`config.mk`:
```
export PLATFORM = sky130hd
export DESIGN_NAME = slew_limited_fan_duty_controller_flat
export DESIGN_NICKNAME = d
export VERILOG_FILES = /design/src/hdl/sfd_pkg.sv /design/src/hdl/sfd_ifs.sv /design/src/hdl/sfd_regs.sv /design/src/hdl/sfd_step.sv /design/src/hdl/sfd_pwm.sv /design/src/hdl/slew_limited_fan_duty_controller.sv /design/src/flat_wrapper.sv
export SDC_FILE = /design/constraint.sdc
export NUM_CORES = 1
export LEC_CHECK = 0
export BUFFER_PORTS_ARGS = -buffer_cell sky130_fd_sc_hd__buf_4
export CORE_AREA = 2 2 286 203
export CTS_BUF_LIST = sky130_fd_sc_hd__clkbuf_16
export CTS_CLUSTER_SIZE = 12
export DETAILED_ROUTE_END_ITERATION = 10
export DIE_AREA = 0 0 288 205
export GPL_TIMING_DRIVEN = 0
export HOLD_SLACK_MARGIN = 0.08
export MAX_ROUTING_LAYER = met4
export PLACE_DENSITY = 0.7
export SLEW_MARGIN = 40
export SYNTH_ARGS = -nofsm -noshare
export SYNTH_HDL_FRONTEND = slang
export SYNTH_HIERARCHICAL = 1
export SYNTH_SLANG_ARGS = --single-unit
export TNS_END_PERCENT = 20
```
`constraint.sdc`:
```
create_clock -name clk -period 7.6 [get_ports clk]
set_input_delay 1.52 -clock clk [delete_from_list [all_inputs] [get_ports clk]]
set_output_delay 1.52 -clock clk [all_outputs]
set_load 0.02 [all_outputs]
```
`src/hdl/sfd_pkg.sv`:
```
// shared types, codes and reset constants of the fan duty controller
package sfd_pkg;

	// event kinds
	localparam logic [2:0] EV_TICK       = 3'd0;
	localparam logic [2:0] EV_SET_MANUAL = 3'd1;
	localparam logic [2:0] EV_PRESET     = 3'd2;
	localparam logic [2:0] EV_POWER      = 3'd3;
	localparam logic [2:0] EV_SET_MODE   = 3'd4;

	// operating modes
	localparam logic [1:0] FAN_OFF    = 2'd0;
	localparam logic [1:0] FAN_AUTO   = 2'd1;
	localparam logic [1:0] FAN_MANUAL = 2'd2;

	// manual preset slots
	localparam logic [1:0] SLOT_LOW    = 2'd0;
	localparam logic [1:0] SLOT_MED    = 2'd1;
	localparam logic [1:0] SLOT_HIGH   = 2'd2;
	localparam logic [1:0] SLOT_CUSTOM = 2'd3;

	// register indexes
	localparam logic [2:0] REG_PWM_MAX   = 3'd0;
	localparam logic [2:0] REG_SLEW      = 3'd1;
	localparam logic [2:0] REG_AUTO_CEIL = 3'd2;
	localparam logic [2:0] REG_MIN_ACT   = 3'd3;
	localparam logic [2:0] REG_MAN_CEIL  = 3'd4;
	localparam logic [2:0] REG_FALLBACK  = 3'd5;
	localparam logic [2:0] REG_BUCKETS   = 3'd6;
	localparam logic [2:0] REG_PRESETS   = 3'd7;

	localparam int unsigned APB_AW = 6;
	localparam int unsigned APB_DW = 64;

	localparam logic [6:0] FULL_PCT   = 7'd100;
	localparam logic [7:0] TOP_BUCKET = 8'd5;

	// register reset values
	localparam logic [15:0] RST_PWM_MAX   = 16'd255;
	localparam logic [6:0]  RST_SLEW      = 7'd5;
	localparam logic [6:0]  RST_AUTO_CEIL = 7'd80;
	localparam logic [6:0]  RST_MIN_ACT   = 7'd20;
	localparam logic [6:0]  RST_MAN_CEIL  = 7'd100;
	localparam logic [6:0]  RST_FALLBACK  = 7'd50;
	localparam logic [47:0] RST_BUCKETS   = 48'h5A4B3C2D1E14;
	localparam logic [23:0] RST_PRESETS   = 24'h50321E;

	// state reset: medium preset and bucket zero of the reset tables
	localparam logic [6:0] RST_MANUAL_LEVEL = 7'd50;
	localparam logic [6:0] RST_TARGET_LEVEL = 7'd20;

	// floor(x / 100) = (x * RECIP_100) >> RECIP_SHIFT for x below 2^23
	localparam logic [23:0] RECIP_100   = 24'd10737419;
	localparam int unsigned RECIP_SHIFT = 30;

	typedef struct packed {
		logic [15:0] pwm_max_ticks;
		logic [6:0]  slew_step;
		logic [6:0]  auto_ceiling;
		logic [6:0]  min_active;
		logic [6:0]  manual_ceiling;
		logic [6:0]  fallback_pct;
		logic [47:0] bucket_table;
		logic [23:0] preset_table;
	} cfg_t;

	// state snapshot after one event, handed to the pwm stages
	typedef struct packed {
		logic [6:0]  duty;
		logic [6:0]  target;
		logic [1:0]  mode;
		logic [1:0]  slot;
		logic [15:0] max_ticks;
	} step_res_t;

endpackage

```
`src/hdl/sfd_ifs.sv`:
```
// event and result channel interfaces
interface sfd_in_if;
	logic              valid;
	logic              ready;
	logic [2:0]        mode;
	logic signed [7:0] aqi_bucket;
	logic              sensor_fault;
	logic [7:0]        duty_request;
	logic [1:0]        requested_mode;

	modport source (output valid, mode, aqi_bucket, sensor_fault, duty_request,
		requested_mode, input ready);
	modport sink (input valid, mode, aqi_bucket, sensor_fault, duty_request,
		requested_mode, output ready);
endinterface

interface sfd_out_if;
	logic        valid;
	logic        ready;
	logic [6:0]  duty_pct;
	logic [15:0] pwm_ticks;
	logic [6:0]  target_pct;
	logic [1:0]  mode_now;
	logic [1:0]  preset_now;

	modport source (output valid, duty_pct, pwm_ticks, target_pct, mode_now,
		preset_now, input ready);
	modport sink (input valid, duty_pct, pwm_ticks, target_pct, mode_now,
		preset_now, output ready);
endinterface

```
`src/hdl/sfd_regs.sv`:
```
// apb configuration register file
module sfd_regs (
	input  logic                          clk,
	input  logic                          arst_n,
	input  logic                          psel,
	input  logic                          penable,
	input  logic                          pwrite,
	input  logic [sfd_pkg::APB_AW-1:0]    paddr,
	input  logic [sfd_pkg::APB_DW-1:0]    pwdata,
	output logic [sfd_pkg::APB_DW-1:0]    prdata,
	output logic                          pready,
	output sfd_pkg::cfg_t                 cfg
);
	import sfd_pkg::*;

	cfg_t       cfg_q;
	logic [2:0] idx;
	logic       wr;

	assign idx    = paddr[APB_AW-1:3];
	assign wr     = psel && penable && pwrite;
	assign pready = 1'b1;
	assign cfg    = cfg_q;

	always_ff @(posedge clk or negedge arst_n) begin
		if (!arst_n) begin
			cfg_q.pwm_max_ticks  <= RST_PWM_MAX;
			cfg_q.slew_step      <= RST_SLEW;
			cfg_q.auto_ceiling   <= RST_AUTO_CEIL;
			cfg_q.min_active     <= RST_MIN_ACT;
			cfg_q.manual_ceiling <= RST_MAN_CEIL;
			cfg_q.fallback_pct   <= RST_FALLBACK;
			cfg_q.bucket_table   <= RST_BUCKETS;
			cfg_q.preset_table   <= RST_PRESETS;
		end else if (wr) begin
			case (idx)
				REG_PWM_MAX:   cfg_q.pwm_max_ticks  <= pwdata[15:0];
				REG_SLEW:      cfg_q.slew_step      <= pwdata[6:0];
				REG_AUTO_CEIL: cfg_q.auto_ceiling   <= pwdata[6:0];
				REG_MIN_ACT:   cfg_q.min_active     <= pwdata[6:0];
				REG_MAN_CEIL:  cfg_q.manual_ceiling <= pwdata[6:0];
				REG_FALLBACK:  cfg_q.fallback_pct   <= pwdata[6:0];
				REG_BUCKETS:   cfg_q.bucket_table   <= pwdata[47:0];
				REG_PRESETS:   cfg_q.preset_table   <= pwdata[23:0];
				default: ;
			endcase
		end
	end

	always_comb begin
		case (idx)
			REG_PWM_MAX:   prdata = {48'd0, cfg_q.pwm_max_ticks};
			REG_SLEW:      prdata = {57'd0, cfg_q.slew_step};
			REG_AUTO_CEIL: prdata = {57'd0, cfg_q.auto_ceiling};
			REG_MIN_ACT:   prdata = {57'd0, cfg_q.min_active};
			REG_MAN_CEIL:  prdata = {57'd0, cfg_q.manual_ceiling};
			REG_FALLBACK:  prdata = {57'd0, cfg_q.fallback_pct};
			REG_BUCKETS:   prdata = {16'd0, cfg_q.bucket_table};
			REG_PRESETS:   prdata = {40'd0, cfg_q.preset_table};
			default:       prdata = '0;
		endcase
	end

endmodule

```
`src/hdl/sfd_step.sv`:
```
// input register, controller state and per-event next-state logic
module sfd_step (
	input  logic              clk,
	input  logic              arst_n,
	input  sfd_pkg::cfg_t     cfg,
	sfd_in_if.sink            in_ch,
	output logic              res_valid,
	input  logic              res_ready,
	output sfd_pkg::step_res_t res
);
	import sfd_pkg::*;

	function automatic logic [6:0] sat_pct(input logic [7:0] v);
		return (v > {1'b0, FULL_PCT}) ? FULL_PCT : v[6:0];
	endfunction

	// input stage
	logic              valid_s1;
	logic [2:0]        ev_s1;
	logic signed [7:0] bucket_s1;
	logic              fault_s1;
	logic [7:0]        req_s1;
	logic [1:0]        rmode_s1;

	// controller state
	logic [1:0] mode_q, last_on_q, slot_q;
	logic [6:0] manual_q, target_q, present_q;

	logic [1:0] mode_d, last_on_d, slot_d;
	logic [6:0] manual_d, target_d, present_d;

	logic      valid_s2;
	step_res_t res_s2;

	logic take2, take1, fire1;

	assign take2       = !valid_s2 || res_ready;
	assign take1       = !valid_s1 || take2;
	assign fire1       = valid_s1 && take2;
	assign in_ch.ready = take1;
	assign res_valid   = valid_s2;
	assign res         = res_s2;

	always_ff @(posedge clk or negedge arst_n) begin
		if (!arst_n) begin
			valid_s1 <= 1'b0;
		end else if (take1) begin
			valid_s1 <= in_ch.valid;
		end
	end

	always_ff @(posedge clk) begin
		if (take1 && in_ch.valid) begin
			ev_s1     <= in_ch.mode;
			bucket_s1 <= in_ch.aqi_bucket;
			fault_s1  <= in_ch.sensor_fault;
			req_s1    <= in_ch.duty_request;
			rmode_s1  <= in_ch.requested_mode;
		end
	end

	// next state
	always_comb begin
		logic [6:0] lo, hi, d, cur, tgt, step;
		logic [7:0] sum, byte_sel, req;
		logic [2:0] bidx;
		logic [1:0] go;
		logic       go_en;

		mode_d    = mode_q;
		last_on_d = last_on_q;
		slot_d    = slot_q;
		manual_d  = manual_q;
		target_d  = target_q;
		present_d = present_q;
		go        = FAN_OFF;
		go_en     = 1'b0;
		lo        = sat_pct({1'b0, cfg.min_active});
		hi        = sat_pct({1'b0, cfg.auto_ceiling});
		d         = '0;
		cur       = present_q;
		tgt       = '0;
		sum       = '0;
		req       = req_s1;
		byte_sel  = '0;
		step      = cfg.slew_step;

		// saturate bucket to the table range
		if (bucket_s1[7]) begin
			bidx = 3'd0;
		end else if (bucket_s1 > $signed(TOP_BUCKET)) begin
			bidx = TOP_BUCKET[2:0];
		end else begin
			bidx = bucket_s1[2:0];
		end

		case (ev_s1)
			EV_TICK: begin
				if (mode_q == FAN_OFF) begin
					target_d = '0;
				end else if (fault_s1) begin
					target_d = sat_pct({1'b0, cfg.fallback_pct});
				end else if (mode_q == FAN_MANUAL) begin
					target_d = manual_q;
				end else begin
					case (bidx)
						3'd0:    byte_sel = cfg.bucket_table[7:0];
						3'd1:    byte_sel = cfg.bucket_table[15:8];
						3'd2:    byte_sel = cfg.bucket_table[23:16];
						3'd3:    byte_sel = cfg.bucket_table[31:24];
						3'd4:    byte_sel = cfg.bucket_table[39:32];
						default: byte_sel = cfg.bucket_table[47:40];
					endcase
					d = sat_pct(byte_sel);
					if (d > hi) d = hi;
					// minimum clamp last, wins over the ceiling
					if (d < lo) d = lo;
					target_d = d;
				end
				cur = present_q;
				tgt = target_d;
				sum = {1'b0, cur} + {1'b0, step};
				if (tgt > cur) begin
					present_d = (sum >= {1'b0, tgt}) ? tgt : sum[6:0];
				end else if (tgt < cur) begin
					present_d = (cur <= step || (cur - step) <= tgt) ? tgt : cur - step;
				end else begin
					present_d = tgt;
				end
			end
			EV_SET_MANUAL: begin
				hi = sat_pct({1'b0, cfg.manual_ceiling});
				if (req > {1'b0, hi}) req = {1'b0, hi};
				if (req < {1'b0, lo} && req != 8'd0) req = {1'b0, lo};
				manual_d = req[6:0];
				slot_d   = SLOT_CUSTOM;
				go       = FAN_MANUAL;
				go_en    = 1'b1;
			end
			EV_PRESET: begin
				if (mode_q != FAN_MANUAL) begin
					go       = FAN_MANUAL;
					go_en    = 1'b1;
					slot_d   = SLOT_LOW;
					manual_d = sat_pct(cfg.preset_table[7:0]);
				end else if (slot_q == SLOT_LOW) begin
					slot_d   = SLOT_MED;
					manual_d = sat_pct(cfg.preset_table[15:8]);
				end else if (slot_q == SLOT_MED) begin
					slot_d   = SLOT_HIGH;
					manual_d = sat_pct(cfg.preset_table[23:16]);
				end else begin
					go    = FAN_AUTO;
					go_en = 1'b1;
				end
			end
			EV_POWER: begin
				go_en = 1'b1;
				if (mode_q == FAN_OFF) begin
					go = (last_on_q == FAN_OFF) ? FAN_AUTO : last_on_q;
				end else begin
					go = FAN_OFF;
				end
			end
			EV_SET_MODE: begin
				if (rmode_s1 == FAN_OFF || rmode_s1 == FAN_AUTO ||
					rmode_s1 == FAN_MANUAL) begin
					go    = rmode_s1;
					go_en = 1'b1;
				end
			end
			default: ;
		endcase

		if (go_en && go != mode_q) begin
			if (go != FAN_OFF) last_on_d = go;
			mode_d = go;
		end
	end

	always_ff @(posedge clk or negedge arst_n) begin
		if (!arst_n) begin
			mode_q    <= FAN_AUTO;
			last_on_q <= FAN_AUTO;
			slot_q    <= SLOT_MED;
			manual_q  <= RST_MANUAL_LEVEL;
			target_q  <= RST_TARGET_LEVEL;
			present_q <= '0;
			valid_s2  <= 1'b0;
		end else begin
			if (fire1) begin
				mode_q    <= mode_d;
				last_on_q <= last_on_d;
				slot_q    <= slot_d;
				manual_q  <= manual_d;
				target_q  <= target_d;
				present_q <= present_d;
			end
			if (take2) valid_s2 <= valid_s1;
		end
	end

	always_ff @(posedge clk) begin
		if (fire1) begin
			res_s2.duty      <= present_d;
			res_s2.target    <= target_d;
			res_s2.mode      <= mode_d;
			res_s2.slot      <= slot_d;
			res_s2.max_ticks <= cfg.pwm_max_ticks;
		end
	end

endmodule

```
`src/hdl/sfd_pwm.sv`:
```
// pwm count: duty times full scale, then divide by 100, into the result register
module sfd_pwm (
	input  logic               clk,
	input  logic               arst_n,
	input  logic               res_valid,
	output logic               res_ready,
	input  sfd_pkg::step_res_t res,
	sfd_out_if.source          out_ch
);
	import sfd_pkg::*;

	logic        valid_s3;
	logic [22:0] prod_s3;
	step_res_t   res_s3;

	logic        valid_q;
	logic [6:0]  duty_q, target_q;
	logic [15:0] ticks_q;
	logic [1:0]  mode_q, slot_q;

	logic        take_o, take3;
	logic [22:0] prod;
	logic [46:0] quot_full;

	assign take_o    = !valid_q || out_ch.ready;
	assign take3     = !valid_s3 || take_o;
	assign res_ready = take3;

	assign prod      = {16'd0, res.duty} * {7'd0, res.max_ticks};
	assign quot_full = {24'd0, prod_s3} * {23'd0, RECIP_100};

	always_ff @(posedge clk or negedge arst_n) begin
		if (!arst_n) begin
			valid_s3 <= 1'b0;
			valid_q  <= 1'b0;
		end else begin
			if (take3)  valid_s3 <= res_valid;
			if (take_o) valid_q  <= valid_s3;
		end
	end

	always_ff @(posedge clk) begin
		if (take3 && res_valid) begin
			prod_s3 <= prod;
			res_s3  <= res;
		end
		if (take_o && valid_s3) begin
			duty_q   <= res_s3.duty;
			target_q <= res_s3.target;
			mode_q   <= res_s3.mode;
			slot_q   <= res_s3.slot;
			ticks_q  <= quot_full[RECIP_SHIFT +: 16];
		end
	end

	assign out_ch.valid      = valid_q;
	assign out_ch.duty_pct   = duty_q;
	assign out_ch.pwm_ticks  = ticks_q;
	assign out_ch.target_pct = target_q;
	assign out_ch.mode_now   = mode_q;
	assign out_ch.preset_now = slot_q;

endmodule

```
`src/hdl/slew_limited_fan_duty_controller.sv`:
```
// top level of the slew limited fan duty controller
//
//  channel  role    transfer when          carries
//  in_ch    sink    valid && ready          one event: kind, bucket, fault, request, mode
//  out_ch   source  valid && ready          one result: duty, pwm count, target, mode, preset
//  apb      slave   psel&penable&pwrite     register write, 64-bit data, 8-byte stride
//
// one event per cycle sustained while out_ch accepts results; each event passes, in order, through the
// input register, state update, duty times full scale multiply, divide by 100 via a
// reciprocal multiply into the result register
// async active-low reset clears valids and loads state and register reset values
// each stage holds while its successor is full and stalled, so a stall on out_ch only backs up
// the pipeline as far as it is occupied
module slew_limited_fan_duty_controller (
	input  logic                       clk,
	input  logic                       arst_n,
	sfd_in_if.sink                     in_ch,
	sfd_out_if.source                  out_ch,
	input  logic                       psel,
	input  logic                       penable,
	input  logic                       pwrite,
	input  logic [sfd_pkg::APB_AW-1:0] paddr,
	input  logic [sfd_pkg::APB_DW-1:0] pwdata,
	output logic [sfd_pkg::APB_DW-1:0] prdata,
	output logic                       pready
);
	import sfd_pkg::*;

	cfg_t      cfg;
	step_res_t res;
	logic      res_valid;
	logic      res_ready;

	// configuration registers; the user must write them only while idle, the block does not enforce it
	sfd_regs u_regs (
		.clk     (clk),
		.arst_n  (arst_n),
		.psel    (psel),
		.penable (penable),
		.pwrite  (pwrite),
		.paddr   (paddr),
		.pwdata  (pwdata),
		.prdata  (prdata),
		.pready  (pready),
		.cfg     (cfg)
	);

	// event decode and state update, one event per cycle unless the pwm stage backs up
	sfd_step u_step (
		.clk       (clk),
		.arst_n    (arst_n),
		.cfg       (cfg),
		.in_ch     (in_ch),
		.res_valid (res_valid),
		.res_ready (res_ready),
		.res       (res)
	);

	// pwm count arithmetic and result register
	sfd_pwm u_pwm (
		.clk       (clk),
		.arst_n    (arst_n),
		.res_valid (res_valid),
		.res_ready (res_ready),
		.res       (res),
		.out_ch    (out_ch)
	);

endmodule
```
`src/flat_wrapper.sv`:
```
// flat-port wrapper written by rule: the top's interface ports become plain ports
module slew_limited_fan_duty_controller_flat import sfd_pkg::*;
  (clk, arst_n, psel, penable, pwrite, paddr, pwdata, prdata, pready, in_ch_valid, in_ch_mode, in_ch_aqi_bucket, in_ch_sensor_fault, in_ch_duty_request, in_ch_requested_mode, in_ch_ready, out_ch_valid, out_ch_duty_pct, out_ch_pwm_ticks, out_ch_target_pct, out_ch_mode_now, out_ch_preset_now, out_ch_ready);
  sfd_in_if in_ch_i ();
  sfd_out_if out_ch_i ();
  input  logic clk;
  input  logic arst_n;
  input  logic psel;
  input  logic penable;
  input  logic pwrite;
  input  logic [sfd_pkg::APB_AW-1:0] paddr;
  input  logic [sfd_pkg::APB_DW-1:0] pwdata;
  output logic [sfd_pkg::APB_DW-1:0] prdata;
  output logic pready;
  input wire logic [$bits(in_ch_i.valid)-1:0] in_ch_valid;
  input wire logic [$bits(in_ch_i.mode)-1:0] in_ch_mode;
  input wire logic [$bits(in_ch_i.aqi_bucket)-1:0] in_ch_aqi_bucket;
  input wire logic [$bits(in_ch_i.sensor_fault)-1:0] in_ch_sensor_fault;
  input wire logic [$bits(in_ch_i.duty_request)-1:0] in_ch_duty_request;
  input wire logic [$bits(in_ch_i.requested_mode)-1:0] in_ch_requested_mode;
  output wire logic [$bits(in_ch_i.ready)-1:0] in_ch_ready;
  output wire logic [$bits(out_ch_i.valid)-1:0] out_ch_valid;
  output wire logic [$bits(out_ch_i.duty_pct)-1:0] out_ch_duty_pct;
  output wire logic [$bits(out_ch_i.pwm_ticks)-1:0] out_ch_pwm_ticks;
  output wire logic [$bits(out_ch_i.target_pct)-1:0] out_ch_target_pct;
  output wire logic [$bits(out_ch_i.mode_now)-1:0] out_ch_mode_now;
  output wire logic [$bits(out_ch_i.preset_now)-1:0] out_ch_preset_now;
  input wire logic [$bits(out_ch_i.ready)-1:0] out_ch_ready;
  assign in_ch_i.valid = in_ch_valid;
  assign in_ch_i.mode = in_ch_mode;
  assign in_ch_i.aqi_bucket = in_ch_aqi_bucket;
  assign in_ch_i.sensor_fault = in_ch_sensor_fault;
  assign in_ch_i.duty_request = in_ch_duty_request;
  assign in_ch_i.requested_mode = in_ch_requested_mode;
  assign in_ch_ready = in_ch_i.ready;
  assign out_ch_valid = out_ch_i.valid;
  assign out_ch_duty_pct = out_ch_i.duty_pct;
  assign out_ch_pwm_ticks = out_ch_i.pwm_ticks;
  assign out_ch_target_pct = out_ch_i.target_pct;
  assign out_ch_mode_now = out_ch_i.mode_now;
  assign out_ch_preset_now = out_ch_i.preset_now;
  assign out_ch_i.ready = out_ch_ready;
  slew_limited_fan_duty_controller u_core (.clk(clk), .arst_n(arst_n), .in_ch(in_ch_i), .out_ch(out_ch_i), .psel(psel), .penable(penable), .pwrite(pwrite), .paddr(paddr), .pwdata(pwdata), .prdata(prdata), .pready(pready));
endmodule
```
# Word-level counts from Yosys, hierarchy flattened
# Cells that the tools add are included.
# word_totals
ff_bits	285
out_inout_bits	101
word_cells	178
inputBits	99
# classes
n_reduce_logical	40
add_sub_neg	2
muxes	56
n_lt_le_gt_ge	18
n_eq_ne	22
multipliers	2
# ops
operator	count
one-hot mux 64 bit (8 select lines)	1
2-to-1 mux 7 bit	28
2-to-1 mux 8 bit	6
multiplier 23 x 24 -> 46 bit (second input constant)	1
one-hot mux 8 bit (5 select lines)	1
> comparator 8 x 7 -> 1 bit (second input constant)	4
> comparator 7 bit (second input constant)	4
multiplier 7 x 16 -> 23 bit	1
== test 3 x 2 -> 1 bit (second input constant)	6
== test 3 bit (second input constant)	6
2-to-1 mux 2 bit	8
AND reduction 2 bit	8
> comparator 7 bit	2
<= comparator 7 bit	2
less-than comparator 7 bit	2
one-hot mux 7 bit (2 select lines)	1
== test 3 x 1 -> 1 bit (second input constant)	3
zero test 3 bit	3
adder 7 x 7 -> 8 bit	1
>= comparator 8 x 7 -> 1 bit	1
> comparator 8 x 4 -> 1 bit (second input constant)	1
> comparator 8 x 7 -> 1 bit	1
logical AND 1 bit	8
zero test 2 bit	4
18 further kinds	37

# Longest topological paths before layout
# logic_depth
depth_word	29
mapped_depth	36
mapped_depth_nobuf	33

# Cells and area by module
# Netlist, hierarchy kept.
# by_module_without_submodules
module	cells_per_inst	n_inst	area_each_um2	seq_area_each_um2
sfd_pwm	1496	1	15384.8	2302.2
sfd_step	754	1	6840.3	2417.3
sfd_regs	424	1	5755.5	3141.8

# Worst setup path before layout
# No wires, ideal clock.
# synth_path
path_kind	register to register
startpoint	register u_core.u_step.bucket_s1[6]
endpoint	register u_core.u_step.res_s2, in the netlist u_core/u_step/res[33] (data pin)
period_less_slack_ns	7.482
stages_incl_launch_ff	34
path_buffers	2
setup_time_ns	0.260
arrival_ns	7.222
required_time_ns	7.340
setup_slack_ns	0.118
path_cell_list	edfxtp_1 -> or4_4 -> buf_6 -> a21oi_4 -> a211o_1 -> or4b_1 -> buf_2 -> and3_1 -> ha_1 -> a211oi_1 -> nor2_1 -> o31ai_1 -> nor2_1 -> a41oi_1 -> inv_1 -> ha_1 -> a21oi_1 -> o21ai_0 -> nor3_1 -> a21boi_0 -> o221ai_1 -> a211oi_1 -> a31o_1 -> o21a_1 -> ha_1 -> nor2b_1 -> o21ai_0 -> a21oi_1 -> a211oi_1 -> nor4b_1 -> o311ai_1 -> o22ai_1 -> a21oi_1 -> mux2_2
# synth_between
elab_chain_cells	29
word_cells_on_any_way	37
cone_classes	order compare: 8; eq/ne: 4; mux: 23; reduce/logical: 2
# synth_lines
element	line	text
start: declaration	sfd_step.sv:20	logic signed [7:0] bucket_s1;
start signal: assignment	sfd_step.sv:55	bucket_s1 <= in_ch.aqi_bucket;
> comparator 8 x 4 -> 1 bit (*)	sfd_step.sv:91	end else if (bucket_s1 > $signed(TOP_BUCKET)) begin
2-to-1 mux 3 bit (*)	sfd_step.sv:91	
2-to-1 mux 3 bit (*)	sfd_step.sv:89	if (bucket_s1[7]) begin
== test 3 bit, or another cell as far along	sfd_step.sv:106	case (bidx)
one-hot mux 8 bit (5 select lines) (*)	sfd_step.sv:106	
2-to-1 mux 8 bit (*)	sfd_step.sv:103	end else if (mode_q == FAN_MANUAL) begin
2-to-1 mux 8 bit (*)	sfd_step.sv:101	end else if (fault_s1) begin
2-to-1 mux 8 bit (*)	sfd_step.sv:99	if (mode_q == FAN_OFF) begin
[14 not listed]	-	
2-to-1 mux 7 bit (*)	sfd_step.sv:97	case (ev_s1)
<= comparator 7 bit	sfd_step.sv:126	present_d = (cur <= step || (cur - step) <= tgt) ? tgt : cur - step;
logical OR 1 bit	sfd_step.sv:126	
2-to-1 mux 7 bit	sfd_step.sv:126	
2-to-1 mux 7 bit	sfd_step.sv:125	end else if (tgt < cur) begin
2-to-1 mux 7 bit (*)	sfd_step.sv:123	if (tgt > cur) begin
2-to-1 mux 7 bit (*)	sfd_step.sv:97	
named net u_core.u_step.present_d[6]	sfd_step.sv:30	logic [6:0] manual_d, target_d, present_d;
end: declaration	sfd_step.sv:33	step_res_t res_s2;
# Mark *: on every way through the listed nets, which the timed path passes. The rest lies on a longest branch. The select of a mux whose other input is x is not followed.
# A chain may end at the register's enable or synchronous reset.

# Worst setup path in the final report
# layout_path
startpoint	register u_core.u_step.bucket_s1[5]
endpoint	register u_core.u_step.res_s2, in the netlist u_core/u_step/res[33] (data pin)
# Same word-level chain as after synthesis.

==> results_dict.tcl <==
set metrics [dict create \
    holdWs_ns 0.418 \
    fmax_ghz 0.130 \
    antenna_found_initial 2 \
    worstPathRequired_ns 7.88 \
    final_cells 3713 \
    end_kind "flop" \
    ys_ff_latch 285 \
    hold_class "reg -> reg" \
    syn_area_um2 28000 \
    critPathKind "reg -> reg" \
    cts_max_level 2 \
    min_period_ns 7.71 \
    ant_nets 0 \
    firstDrtPassIters 5 \
    die_h_um 205 \
    drc_errors 0 \
    portBuffers 162 \
    fill_cells 4905 \
    grt_max_degree 78 \
    startpoint "u_core/u_step/bucket_s1[5]" \
    cts_inserted_buffers 34 \
    rsz0062_at_grt "yes" \
    drv_slew 0 \
    vias_per_cell 5.78 \
    dp_slack_ns -1.84 \
    syn_area_per_cell_um2 10.5 \
    io_pins 200 \
    wl_met2_um 33300 \
    finalHoldViolations 0 \
    avgRoutedWirePerCell_um 22.3 \
    grt.total_usage 0.293 \
    routed-via-count 21500 \
    finalWorstSetupSlack_ns -0.105 \
    status "complete, but fails checks" \
    ys_async_sr_fraction 0.540 \
    clkSlewWorstSetupHoldPaths_ns 0.06 \
    grt_pass1_wl_um 127000 \
    reg2reg_setup_slack_ns -0.11 \
    crit_path_top_delay_cell "or4_4" \
    cp_slowest_stage_delay_ns 0.60 \
    cp_max_fo 8 \
    startpoint_type "flop" \
    period_share 1.01 \
    clock_sinks 285 \
    slew_headroom 0.311 \
    hold-path-cell-count 0 \
    path_buf_inv 2 \
    route.met3.wl_um 7270 \
    syn2layout_area_growth_pct 15.8 \
    first_global_vias 21200 \
    synth_flop_cell "edfxtp_1" \
    timing.rr.start "u_core/u_step/bucket_s1[5]" \
    cts-root-buf "clkbuf_16" \
    r2r-end "u_core/u_step/res[33]" \
    yosysSeqAreaShare 0.281 \
    chipWidth_um 288 \
    rows 73 \
    cts_tree "yes" \
    place_congestion 0.988 \
    layout-drive-gt1-share 0.213 \
    hpwl_um 68100 \
    final_common_cell "inv_1" \
    core_um2 56300 \
    hold_buffers 0 \
    place_inst 3605 \
    final_cell_mix "inv_1, ha_1, fa_1" \
    synthDistinctLibCells 103 \
    nets 3642 \
    top_layer "met4" \
    syn_inst 2674 \
    clk_latency_ns 0.55 \
    drv_cap 0 \
    start_util 0.497 \
    fin_skew_ns 0.0157 \
    violations "setup timing" \
    arrival_ns 7.99 \
    path_delay_family "compound AO/OA/AOI/OAI gates" \
    drt_wl_total_um 82900 \
    cpMostUsedCell "ha_4" \
    synth_enable_flop_cells 131 \
    setup_violations 8 \
    utilization 0.576 \
    whs_endpoint "u_core/u_pwm/out_ch.duty_pct[2]" \
    tightest_slew_ns 1.03 \
    yosys_warnings 6 \
    min-delay-start "u_core/u_pwm/res_s3[29]" \
    clk_path_buf_depth 3 \
    drt_iter0_drc 1825 \
    rr_worst_depth 29 \
    die_area_um2 59000 \
    grt-ovfl-total 0 \
    met1_length_um 41000 \
]
-- worst max path at each step --
stage	endpoint	slack, ns	depth (start not counted)
final	u_core/u_step/res[33]	-0.11	29
after global routing	u_core/u_step/res[28]	-0.25	30
after CTS	u_core/u_step/res[33]	0.005	34
after detailed placement	u_core/u_step/res[33]	-1.84	32
after global placement	u_core/u_step/res[33]	-1.85	32
after floorplan	u_core/u_step/res[33]	0.12	33
-- stage by stage --
step	cell area, um2	TNS [ns]
2_1_floorplan	28000	0
3_3_place_gp	30200	-23.66
3_5_place_dp	30300	-23.61
4_1_cts	31900	0
5_1_grt	32400	-2.13
6_report	32400	-0.343
-- per-layer routing --
metal	up-vias	GRT usage
met4	0	0.0548
met3	86	0.0543
li1	9708	-
met1	10800	0.460
met5	-	-
met2	853	0.388
-- synthesized netlist by cell type (15+ instances only) --
cell type,number,share of area
buf_2,20,0.0036
nor2b_1,17,0.0038
inv_1,438,0.059
and2_1,64,0.014
ha_1,344,0.15
buf_4,19,0.0051
fa_1,265,0.19
a211oi_1,21,0.0056
mux2_2,138,0.056
dfstp_2,59,0.055
edfxtp_1,131,0.14
nand4_1,22,0.0049
dfrtp_1,95,0.085
mux2i_1,47,0.017
nand3_1,24,0.0043
nand2b_1,21,0.0047
o21ai_0,89,0.016
a21o_1,37,0.0099
nor3_1,20,0.0036
a21oi_1,112,0.020
o22ai_1,15,0.0034
nand2_1,217,0.029
a31oi_1,16,0.0036
clkbuf_1,38,0.0051
nor2_1,88,0.012
xnor2_1,30,0.0094
-- kinds of logic after synthesis --
family	after synthesis	synth area share
XOR/XNOR	45	0.0146
AND/OR/NAND/NOR	560	0.101
other	2	0.000268
multiplexers	188	0.0738
adder cells (fa/ha/maj)	609	0.343
buffers and inverters	521	0.0739
AO/OA/AOI/OAI	464	0.112
flip-flops	285	0.281
-- sequential cells by signal, summed over array words and instances, names as in the netlist, 2 cells and up --
name / flops
u_core/u_step/bucket_s1: 8
u_core/u_step/ev_s1: 3
u_core/u_regs/cfg: 123
u_core/u_pwm/out_ch.target_pct: 7
u_core/u_step/manual_q: 7
u_core/u_pwm/out_ch.mode_now: 2
u_core/u_pwm/prod_s3: 23
u_core/u_step/slot_q: 2
u_core/u_pwm/out_ch.preset_now: 2
u_core/u_step/target_q: 7
u_core/u_step/present_q: 7
u_core/u_step/last_on_q: 2
u_core/u_step/rmode_s1: 2
u_core/u_step/mode_q: 2
u_core/u_step/res: 34
u_core/u_pwm/res_s3: 18
u_core/u_pwm/out_ch.pwm_ticks: 16
u_core/u_pwm/out_ch.duty_pct: 7
u_core/u_step/req_s1: 8
-- final cells by class --
| class | count | area (um2) | area share |
|---|---|---|---|
| Multi-Input combinational cell | 1883 | 18800 | 0.581 |
| Sequential cell | 285 | 7860 | 0.243 |
| Tap cell | 750 | 938 | 0.0290 |
| Antenna cell | 3 | 7.51 | 0.000232 |
| Inverter | 440 | 1650 | 0.0510 |
| Timing Repair Buffer | 212 | 1650 | 0.0510 |
| Clock buffer | 36 | 901 | 0.0278 |
| Clock inverter | 26 | 151 | 0.00467 |
| Buffer | 78 | 415 | 0.0128 |
-- repair_timing --
action                     CTS  global route
setup endpoints to repair   14            15
buffers inserted            29            16
gates cloned                 0             1
resized for setup           62            77
pin swaps                   21            41
Power is not shown: default switching activity piles up to over one toggle a cycle in this logic, so the estimate is an artifact.
